<file path="config.mk">
export PLATFORM = sky130hd
export DESIGN_NAME = ljpe_lane
export DESIGN_NICKNAME = d
export VERILOG_FILES = /design/src/rtl/core/ljpe_pkg.sv /design/src/rtl/core/ljpe_lane.sv
export SDC_FILE = /design/constraint.sdc
export NUM_CORES = 1
export LEC_CHECK = 0
export BUFFER_PORTS_ARGS = -buffer_cell sky130_fd_sc_hd__buf_2
export CORE_MARGIN = 2
export CORE_UTILIZATION = 30
export DETAILED_ROUTE_END_ITERATION = 7
export RECOVER_POWER = 100
export SYNTH_ARGS = -nofsm -noshare
export SYNTH_HDL_FRONTEND = slang
export SYNTH_SLANG_ARGS = --single-unit
</file>
<file path="constraint.sdc">
create_clock -name vclk -period 10.5
set_input_delay 1.575 -clock vclk [all_inputs]
set_output_delay 1.575 -clock vclk [all_outputs]
set_load 0.03 [all_outputs]
</file>
<file path="src/rtl/core/ljpe_pkg.sv">
// shared types, constants and helpers of the lossless jpeg pair encoder
// used by ljpe_lane, ljpe_huff and lossless_jpeg_pair_predict_encode
package ljpe_pkg;

  localparam int ROW_PAIRS  = 4096;
  localparam int COL_W      = $clog2(ROW_PAIRS);
  localparam int SAMPLE_W   = 16;
  localparam int CAT_W      = 5;
  localparam int NUM_CATS   = 17;
  localparam int HUFF_DEPTH = 2 * NUM_CATS;
  localparam int HUFF_AW    = $clog2(HUFF_DEPTH);
  localparam int ADDR_W     = 4;

  // commands
  localparam logic CMD_LOAD   = 1'b0;
  localparam logic CMD_ENCODE = 1'b1;

  // prediction kinds chosen at transfer time
  localparam logic [1:0] PK_INIT  = 2'd0;
  localparam logic [1:0] PK_LEFT  = 2'd1;
  localparam logic [1:0] PK_ABOVE = 2'd2;
  localparam logic [1:0] PK_MODE  = 2'd3;

  // predictor selection values
  localparam logic [2:0] PRED_A     = 3'd1;
  localparam logic [2:0] PRED_B     = 3'd2;
  localparam logic [2:0] PRED_C     = 3'd3;
  localparam logic [2:0] PRED_ABC   = 3'd4;
  localparam logic [2:0] PRED_AHALF = 3'd5;
  localparam logic [2:0] PRED_BHALF = 3'd6;
  localparam logic [2:0] PRED_AVG   = 3'd7;

  // register indexes
  localparam logic [1:0] REG_PRED = 2'd0;
  localparam logic [1:0] REG_BITS = 2'd1;
  localparam logic [1:0] REG_SEP  = 2'd2;

  localparam logic [CAT_W-1:0] CAT_FULL = 5'd16;

  typedef struct packed {
    logic        command;
    logic        image_start;
    logic        row_start;
    logic [15:0] sample_zero;
    logic [15:0] sample_one;
    logic        table_pick;
    logic [4:0]  table_category;
    logic [4:0]  load_code_length;
    logic [15:0] load_code_bits;
  } in_item_t;

  typedef struct packed {
    logic [4:0]  code_length_zero;
    logic [15:0] code_zero;
    logic [3:0]  extra_length_zero;
    logic [14:0] extra_zero;
    logic [4:0]  code_length_one;
    logic [15:0] code_one;
    logic [3:0]  extra_length_one;
    logic [14:0] extra_one;
  } out_item_t;

  typedef struct packed {
    logic [CAT_W-1:0] cat;
    logic [3:0]       extra_len;
    logic [14:0]      extra;
  } lane_res_t;

  typedef struct packed {
    logic        command;
    logic        table_pick;
    logic [4:0]  table_category;
    logic [4:0]  load_code_length;
    logic [15:0] load_code_bits;
    logic        tbl_one;
    lane_res_t   lane_zero;
    lane_res_t   lane_one;
  } s2_t;

  // bit length of a 16-bit magnitude
  function automatic logic [CAT_W-1:0] cat_of(input logic [SAMPLE_W-1:0] mag);
    logic [CAT_W-1:0] c;
    c = '0;
    for (int i = 0; i < SAMPLE_W; i++) begin
      if (mag[i]) c = CAT_W'(i + 1);
    end
    return c;
  endfunction

  function automatic logic [HUFF_AW-1:0] huff_addr(input logic tbl,
                                                   input logic [CAT_W-1:0] cat);
    logic [HUFF_AW-1:0] a;
    a = HUFF_AW'(cat);
    if (tbl) a = a + HUFF_AW'(NUM_CATS);
    return a;
  endfunction

endpackage

</file>
<file path="src/rtl/core/ljpe_lane.sv">
// one channel lane: predictor, modular difference, category, extra bits
// depends on ljpe_pkg
module ljpe_lane (
  input  logic [1:0]               kind_i,
  input  logic [2:0]               mode_i,
  input  logic [15:0]              init_pred_i,
  input  logic [15:0]              ra_i,
  input  logic [15:0]              rb_i,
  input  logic [15:0]              rc_i,
  input  logic [15:0]              sample_i,
  output ljpe_pkg::lane_res_t      res_o
);

  logic signed [17:0] ra_s, rb_s, rc_s, mode_pred;
  logic [15:0] pred, diff, mag, bits, mask, masked;
  logic [ljpe_pkg::CAT_W-1:0] cat;

  assign ra_s = {2'b00, ra_i};
  assign rb_s = {2'b00, rb_i};
  assign rc_s = {2'b00, rc_i};

  always_comb begin
    case (mode_i)
      ljpe_pkg::PRED_A:     mode_pred = ra_s;
      ljpe_pkg::PRED_B:     mode_pred = rb_s;
      ljpe_pkg::PRED_C:     mode_pred = rc_s;
      ljpe_pkg::PRED_ABC:   mode_pred = ra_s + rb_s - rc_s;
      ljpe_pkg::PRED_AHALF: mode_pred = ra_s + ((rb_s - rc_s) >>> 1);
      ljpe_pkg::PRED_BHALF: mode_pred = rb_s + ((ra_s - rc_s) >>> 1);
      ljpe_pkg::PRED_AVG:   mode_pred = (ra_s + rb_s) >>> 1;
      default:              mode_pred = '0;
    endcase
  end

  always_comb begin
    unique case (kind_i)
      ljpe_pkg::PK_INIT:  pred = init_pred_i;
      ljpe_pkg::PK_LEFT:  pred = ra_i;
      ljpe_pkg::PK_ABOVE: pred = rb_i;
      default:            pred = mode_pred[15:0];
    endcase
  end

  // difference wraps modulo 2^16
  assign diff   = sample_i - pred;
  assign mag    = diff[15] ? (~diff + 16'd1) : diff;
  assign bits   = diff[15] ? (diff - 16'd1) : diff;
  assign cat    = ljpe_pkg::cat_of(mag);
  assign mask   = (16'd1 << cat[3:0]) - 16'd1;
  assign masked = bits & mask;

  always_comb begin
    res_o.cat = cat;
    if (cat == ljpe_pkg::CAT_FULL) begin
      res_o.extra_len = '0;
      res_o.extra     = '0;
    end else begin
      res_o.extra_len = cat[3:0];
      res_o.extra     = masked[14:0];
    end
  end

endmodule

</file>
Word level (Yosys, flattened, before mapping)
Cells that the tools add are included.

operators by class
  bitwise gates (word level) = 2
  mux-type cells = 21
  shifts and indexed selects = 1
  equal/unequal tests = 10
  reductions and logical operators = 1
  add/sub/neg operators = 10

operator list
  kind                   count
  $pmux 16 s7            1
  $mux 5                 15
  $pmux 16 s3            1
  $sub 16x16->17         2
  $add 16x16->16         2
  $sub 16x16->16         2
  $sub 15x1->15 const B  2
  $mux 19                1
  $add 16x16->17         1
  $add 16x1->16 const B  1
  $mux 16                1
  $not 16->16            1
  $and 15x15->15         1
  $mux 15                1
  $shl 1x4->15 const A   1
  $eq 3x3->1 const B     4
  $eq 3x2->1 const B     2
  $eq 5x5->1 const B     1
  $eq 3x1->1 const B     1
  $eq 2x1->1 const B     1
  $eq 2x2->1 const B     1
  $logic_not 2->1        1
  $mux 1                 1

storage, ports and cells
  input bits = 85
  logic and storage cells = 45
  output and inout port bits = 24
  bits in registers = 0

Longest topological paths before layout
Gate-level depths: netlist of run 1.

  word-level depth = 28
  mapped depth = 44
  mapped depth without buffers = 42

Worst setup path after synthesis of run 1
Ideal clock, no wire load.

  path kind = input -> output
  from = in rc_i[0]
  to = out res_o[6] (netlist bit)
  required time = 8.925 ns
  slack = -0.899 ns
  data arrival time = 9.824 ns
  path buffers = 2
  stages on the path = 40
  cell sequence = nor2b_1 fa_1 inv_1 ha_1 fa_1 a21o_1 a21o_1 a21o_1 a21oi_1 nor2b_1 o21ai_0 nand2b_1 a21o_1 a21oi_1 o21ai_0 xor2_1 mux2_2 a22oi_1 (+4 left out) a221o_1 o31ai_4 xnor2_2 and4_1 a211o_1 buf_4 buf_2 nand2_1 xnor2_1 o311ai_1 a21oi_2 and2_1 nor2_1 nand2_1 ha_1 o41ai_2 xor2_1 nor4_1

RTL lines
  what         line             source
  from (decl)  ljpe_lane.sv:9   input logic [15:0] rc_i,
  to (decl)    ljpe_lane.sv:11  output ljpe_pkg::lane_res_t res_o

==> flow_summary.json, run 1 <==
{
  "outcome": "finished with violations",
  "violations": "setup timing",
  "io_buffers": 109,
  "ys_top_cells_by_area": "ha_1, xnor2_1, a21oi_1",
  "drt_iter0_drc": 429,
  "first_global_vias": 9195,
  "grt_pass1_wl_um": 44600,
  "row_count": 58,
  "ant_nets": 0,
  "post-route-period-util": 1.00,
  "synth_common_cells": "ha_1, nor2_1, a21oi_1",
  "syn_area_um2": 7590,
  "initial_utilization": 0.303,
  "num_antenna_cells": 0,
  "end_kind": "primary output",
  "ff_latch_area_um2": 0,
  "required_ps": 8930,
  "vias_per_cell": 5.34,
  "layout_setup_ws_ps": -38.6,
  "drv_slew": 0,
  "yosysTopAreaCellShare": 0.186,
  "cap_violations": 0,
  "finalSetupViolCount": 5,
  "min_period_ps": 10540,
  "wl_per_cell_um": 16.0,
  "max_freq_mhz": 94.9,
  "grt.total_usage": 0.205,
  "yosys.cell_types.count": 79,
  "seq_cells": 0,
  "synth_top_area_cell": "ha_1",
  "die_area_um2": 26600,
  "syn_nets": 1302,
  "layout-drive-gt1-share": 0.345,
  "fin_nets": 1644,
  "place.gp.congestion": 0.911,
  "slowest_delay_ps": 520,
  "powerDensity_nw_per_um2": 138,
  "grt_max_degree": 27,
  "fillers": 2569,
  "num_io_pins": 109,
  "core_area_um2": 25000,
  "die_w_um": 163,
  "hold_violations": 0,
  "tightestPinTransition_ps": 1080,
  "yosysSeqAreaShare": 0,
  "dpl_cell_area_um2": 10300,
  "slew_headroom": 0.265,
  "cp_data_arrival_time_ps": 8960,
  "peakVddDrop_mv": 0.162,
  "vias": 9434,
  "ctsHoldBuffers": 0,
  "crit_path_max_fanout": 5,
  "die_h_um": 163,
  "rsz0062_at_grt": "yes",
  "post-synth-top-count-cell": "ha_1",
  "hold_class": "input port to primary output",
  "leakage_uw": 0.00526,
  "cp_slowest_cell": "fa_1",
  "hpwl_um": 24300,
  "drt-pass1-iter-count": 7,
  "avgSynthCellArea_um2": 6.92,
  "area_growth_pct": 45.2,
  "drc_errors": 0,
  "criticalPathCategory": "input port to primary output",
  "worst_path_most_repeated_cell": "a21o_1",
  "routed_wl_um": 28300,
  "antenna_found_initial": 0,
  "synthCells": 1097,
  "final_area_um2": 11000,
  "overflow": 0,
  "yosys_warnings": 0,
  "final_core_util": 0.440,
  "cp-start-kind": "input port",
  "clkbuf_count": 0
}
## cells by family after synthesis
group,synth area share
AOI/OAI and AO/OA,0.359
and+or+nand+nor,0.211
adders and majority gates,0.205
xor gates and xnor gates,0.124
buffers and inverters,0.0488
muxes,0.0514
## routing by layer
metal  vias to the layer above  global-route usage  wire (µm)
li1                       4784                   -          -
met1                      4405               0.269      12900
met2                       201               0.367      13600
met3                        44             0.00381        870
met4                         0              0.0579        893
met5                         -                   0          0
## where the power goes
group / internal, µW / switching, µW
combinational: 717 / 800
sequential: 0 / 0
clock: 0 / 0
total: 717 / 800
## worst max-delay path: cells and delay by family
family,cells,cell delay (ps)
compound gates,20,3710
xor+xnor,2,300
fa+ha+maj,5,1620
buf+inv,6,650
mux,1,270
simple gates,6,830
## repair_timing
item | 4_1_cts | 5_1_grt
setup buffers | 15 | 9
endpoints found under the hold margin | 0 | 0
gates resized for setup | 61 | 64
pin swaps | 39 | 48
endpoints found under the setup margin | 12 | 12
## final timing paths
| path | slack (ps) | end | depth (start not counted) | from |
|---|---|---|---|---|
| worst min-delay path | 3880 | res_o[1] | 5 | sample_i[1] |
| worst max-delay path | -40 | res_o[1] | 40 | rc_i[1] |
## stage by stage
step,setup slack (ps),hold WS [ps],cells,power [µW],TNS (ps)
2_1_floorplan,0.698,3610,1097,887,0
3_3_place_gp,-590,3910,1744,1360,-3320
3_5_place_dp,-702,3920,1744,1380,-4320
4_1_cts,5.22,3920,1759,1450,0
5_1_grt,-388,3920,1767,1650,-1930
6_report,-38.6,3880,1767,1520,-136
## cell type report
cell class | instances | area (µm²) | area share
Multi-Input combinational cell | 1002 | 7740 | 0.703
Timing Repair Buffer | 376 | 2640 | 0.239
Tap cell | 330 | 413 | 0.0375
Inverter | 59 | 225 | 0.0204
## layout by cell type, fill, tap and decap left out, drive strengths merged, types with 14 or more instances in the layout
cell / count
a211oi: 16
mux2i: 30
xor2: 36
ha: 113
buf: 374
o21ai: 85
nor2: 111
nor3: 26
a21oi: 107
nand3: 28
a221oi: 28
nand2b: 19
xnor2: 71
o21bai: 18
a21o: 44
nor2b: 14
inv: 58
nand2: 78
No activity file was read; power rests on OpenSTA's default activity.
==> inputs of run 2 (changes only) <==
clock period = 11.8 ns   (was 10.5 ns; I/O delays follow)
==> run 2 against run 1 <==
The flow now finishes without violations. First-iteration DRC count increased by 7.9%. Routed wire length decreased by 9.3%. Count of clock-buffer cells in the layout unchanged. Setup slack improved by 480 ps. Worst hold slack improved by 410 ps. Largest power group unchanged. Global-route usage decreased by 2.0 points. Core utilization decreased by 8.6 points.
==> flow_summary.json, run 2 (synthesis results as in run 1) <==
{
  "outcome": "finished clean",
  "fin_hold_ws_ps": 4290,
  "grt.total_usage": 0.184,
  "row_count": 58,
  "ff_latch_area_um2": 0,
  "place.gp.congestion": 0.898,
  "post-route-period-util": 0.963,
  "fillers": 2715,
  "drc_errors": 0,
  "worst_path_most_repeated_cell": "a21o_1",
  "criticalPathCategory": "input port to primary output",
  "area_growth_pct": 16.7,
  "hold_class": "input port to primary output",
  "clkbuf_count": 0,
  "vias": 8558,
  "wl_per_cell_um": 16.7,
  "end_kind": "primary output",
  "slew_headroom": 0.406,
  "leakage_uw": 0.00402,
  "ant_nets": 0,
  "io_buffers": 109,
  "first_global_vias": 8075,
  "antenna_found_initial": 1,
  "max_freq_mhz": 88.0,
  "drt-pass1-iter-count": 5,
  "die_area_um2": 26600,
  "seq_cells": 0,
  "cp-start-kind": "input port",
  "use_met2": 0.327,
  "peakVddDrop_mv": 0.0918,
  "drt_iter0_drc": 463,
  "grt_max_degree": 40,
  "grt-busiest-layer": "met2",
  "cp_slowest_cell": "fa_1",
  "cap_violations": 0,
  "slowest_delay_ps": 490,
  "final_core_util": 0.354,
  "grt_util_met1": 0.252,
  "cp_data_arrival_time_ps": 9590,
  "vias_per_cell": 5.57,
  "grt_pass1_wl_um": 40400,
  "num_io_pins": 109,
  "hold_violations": 0,
  "ctsHoldBuffers": 0,
  "crit_path_start": "rc_i[0]",
  "initial_utilization": 0.303,
  "powerDensity_nw_per_um2": 119,
  "grt_use_met3": 0.00762,
  "finalSetupViolCount": 0,
  "overflow": 0,
  "hpwl_um": 21900,
  "die_w_um": 163,
  "core_area_um2": 25000,
  "tightestPinTransition_ps": 877,
  "drv_slew": 0,
  "cp-endpoint": "res_o[1]",
  "routed_wl_um": 25600,
  "layout-drive-gt1-share": 0.173,
  "min_period_ps": 11360,
  "required_ps": 10030,
  "crit_path_max_fanout": 9,
  "num_antenna_cells": 0,
  "final_cell_mix": "ha_1, nor2_1, buf_2",
  "multi_input_area_um2": 7390,
  "final_common_cell": "ha_1",
  "finalPower_uw": 1060,
  "die_h_um": 163,
  "fin_nets": 1413
}
## run 2: cell count changes in the layout (fill, tap and decap cells not counted), moves of 5 or more
cell,previous run,this run
buf_4,266,36
inv_1,53,58
buf_6,13,1
a211oi_1,8,13
a21oi_1,85,92
o21ai_2,6,1
o21ai_0,67,74
buf_2,94,104
a21oi_2,22,15
## run 2: what timing repair did
item,CTS,global route
pin swaps,1,5
buffers inserted,1,4
gates resized for setup,3,40
endpoints found under the setup margin,3,7
## run 2: per-stage QoR
stage	cell area, µm²	instances	setup WS (ps)	TNS (ps)
after global routing	8860	1536	-37.2	-54.0
final	8860	1536	438	0
after floorplan	7590	1097	10.9	0
after global placement	8650	1531	93.4	0
after CTS	8660	1532	4.51	0
after detailed placement	8650	1531	-70.1	-112
## run 2: per-layer routing
layer  share of wire  wire length [µm]
met4           0.018               463
met3           0.046              1180
met2            0.46             11800
met5         0.00058                15
met1            0.47             12200
## run 2: how the worst min path moves through the flow
stage / from / to / slack (ps) / depth (start not counted)
4_1_cts: sample_i[1] / res_o[1] / 4310 / 5
3_5_place_dp: sample_i[1] / res_o[1] / 4310 / 5
5_1_grt: sample_i[1] / res_o[1] / 4360 / 5
2_1_floorplan: sample_i[0] / res_o[0] / 4010 / 4
3_3_place_gp: sample_i[0] / res_o[0] / 4300 / 6
6_report: sample_i[1] / res_o[1] / 4290 / 5
## run 2: worst max-delay path, delay by kind of cell
kind                     cells  cell delay, ps
AO/OA/AOI/OAI               19            3940
XOR/XNOR                     2             270
adder cells (fa/ha/maj)      5            1660
buffers and inverters        3             370
multiplexers                 1             270
AND/OR/NAND/NOR              9            1270
## run 2: layout make-up
| type | count | area share |
|---|---|---|
| multi-input combinational | 1002 | 0.834 |
| timing repair buffer | 145 | 0.0941 |
| tap | 330 | 0.0466 |
| inverter | 59 | 0.0250 |
## run 2: report_power, final
group | switching (µW) | total, µW | internal, µW
Sequential | 0 | 0 | 0
Clock | 0 | 0 | 0
Combinational | 632 | 1060 | 424
Total | 632 | 1060 | 424
==> inputs of run 3 (changes only) <==
BUFFER_PORTS_ARGS = -buffer_cell sky130_fd_sc_hd__buf_4   (was -buffer_cell sky130_fd_sc_hd__buf_2)
CORE_UTILIZATION = 55   (was 30)
PLACE_DENSITY = 0.77   (was unset)
==> run 3 against run 2 <==
Setup slack lost 91 ps. Worst hold slack lost 17 ps. First-iteration DRC count grew 95%. Largest cell class unchanged.
==> flow_summary.json, run 3 (synthesis results as in run 1) <==
{
  "io_buffers": 109,
  "peakVddDrop_mv": 0.0473,
  "hold_violations": 0,
  "post-route-period-util": 0.971,
  "max_freq_mhz": 87.3,
  "antenna_found_initial": 0,
  "crit_buf_inv": 6,
  "grt.total_usage": 0.312,
  "vias": 8805,
  "final_area_um2": 8910,
  "powerDensity_nw_per_um2": 121,
  "cp-endpoint": "res_o[6]",
  "seq_cells": 0,
  "slowest_delay_ps": 540,
  "core_area_um2": 13300,
  "num_io_pins": 109,
  "min_period_ps": 11450,
  "grt_max_degree": 40,
  "finalSetupViolCount": 0,
  "layout-drive-gt1-share": 0.173,
  "final_cell_mix": "buf_4, nor2_1, ha_1",
  "cap_violations": 0,
  "cp_slowest_cell": "fa_1",
  "cp_data_arrival_time_ps": 9680,
  "drc_errors": 0,
  "initial_utilization": 0.569,
  "crit_path_start": "rb_i[1]",
  "tightestPinTransition_ps": 1380,
  "area_growth_pct": 17.4,
  "first_global_vias": 8170,
  "ant_nets": 0,
  "leakage_uw": 0.00411,
  "die_w_um": 121,
  "ff_latch_area_um2": 0,
  "grt_pass1_wl_um": 38100,
  "crit_path_max_fanout": 12,
  "slew_headroom": 0.0752,
  "outcome": "finished clean",
  "layout_setup_ws_ps": 347,
  "place.gp.congestion": 0.996,
  "wl_per_cell_um": 17.3,
  "hold_class": "input port to primary output",
  "end_kind": "primary output",
  "drt_iter0_drc": 901,
  "routed_wl_um": 23900,
  "crit_family": "compound AO/OA/AOI/OAI gates",
  "dpl_cell_area_um2": 8710,
  "criticalPathCategory": "input port to primary output",
  "dp_slack_ps": -41.0,
  "drt-pass1-iter-count": 6,
  "required_ps": 10030,
  "drv_slew": 0,
  "ctsHoldBuffers": 0,
  "hpwl_um": 19800,
  "fin_nets": 1408,
  "cp-start-kind": "input port",
  "row_count": 42,
  "worst_path_most_repeated_cell": "a21o_1",
  "hp-start": "sample_i[1]",
  "overflow": 0,
  "cp.depth": 41,
  "final_common_cell": "buf_4",
  "die_area_um2": 14800,
  "die_h_um": 121,
  "clkbuf_count": 0,
  "final_core_util": 0.667,
  "vias_per_cell": 6.39,
  "num_antenna_cells": 0
}
run 3: cell count changes in the layout (fill, tap and decap cells not counted), sizes merged:
| cell | delta |
|---|---|
| buf | -2 |
| clkbuf | -3 |
run 3: area by class of cell:
cell class | instances | area [µm²]
fillers | 1236 | 4440
inverters | 59 | 221
multi-input cells | 1002 | 7400
repair buffers | 140 | 1060
well taps | 176 | 220
run 3: where the power goes:
part	leakage, µW	internal, µW	total, µW	switching, µW
clock	0	0	0	0
combinational	0.00411	452	1080	629
sequential	0	0	0	0
total	0.00411	452	1080	629
run 3: worst min-delay path by stage:
stage	endpoint	slack, ps	depth (start not counted)
3_5_place_dp	res_o[1]	4280	5
6_report	res_o[1]	4270	5
2_1_floorplan	res_o[0]	4010	4
5_1_grt	res_o[0]	4350	6
4_1_cts	res_o[1]	4280	5
3_3_place_gp	res_o[1]	4260	5
run 3: timing repair:
| item | 4_1_cts | 5_1_grt |
|---|---|---|
| resized for setup | 1 | 39 |
| gates cloned | 0 | 0 |
| pin swaps | 0 | 11 |
| setup buffers | 0 | 3 |
| setup endpoints to repair | 3 | 10 |
run 3: stage by stage:
step                setup TNS [ps]  hold slack, ps  power (µW)  cells
floorplan                        0            4010         758   1097
global placement                 0            4260        1020   1374
detailed placement           -58.3            4280        1030   1374
CTS                              0            4280        1030   1374
global route                 -14.8            4350        1180   1377
finish                           0            4270        1080   1377
run 3: layer usage:
metal	up-vias	track usage	part of all wire
met5	-	0	0
met4	0	0.0884	0.031
met3	59	0.0221	0.072
met2	389	0.555	0.47
met1	4051	0.404	0.43
li1	4306	-	-
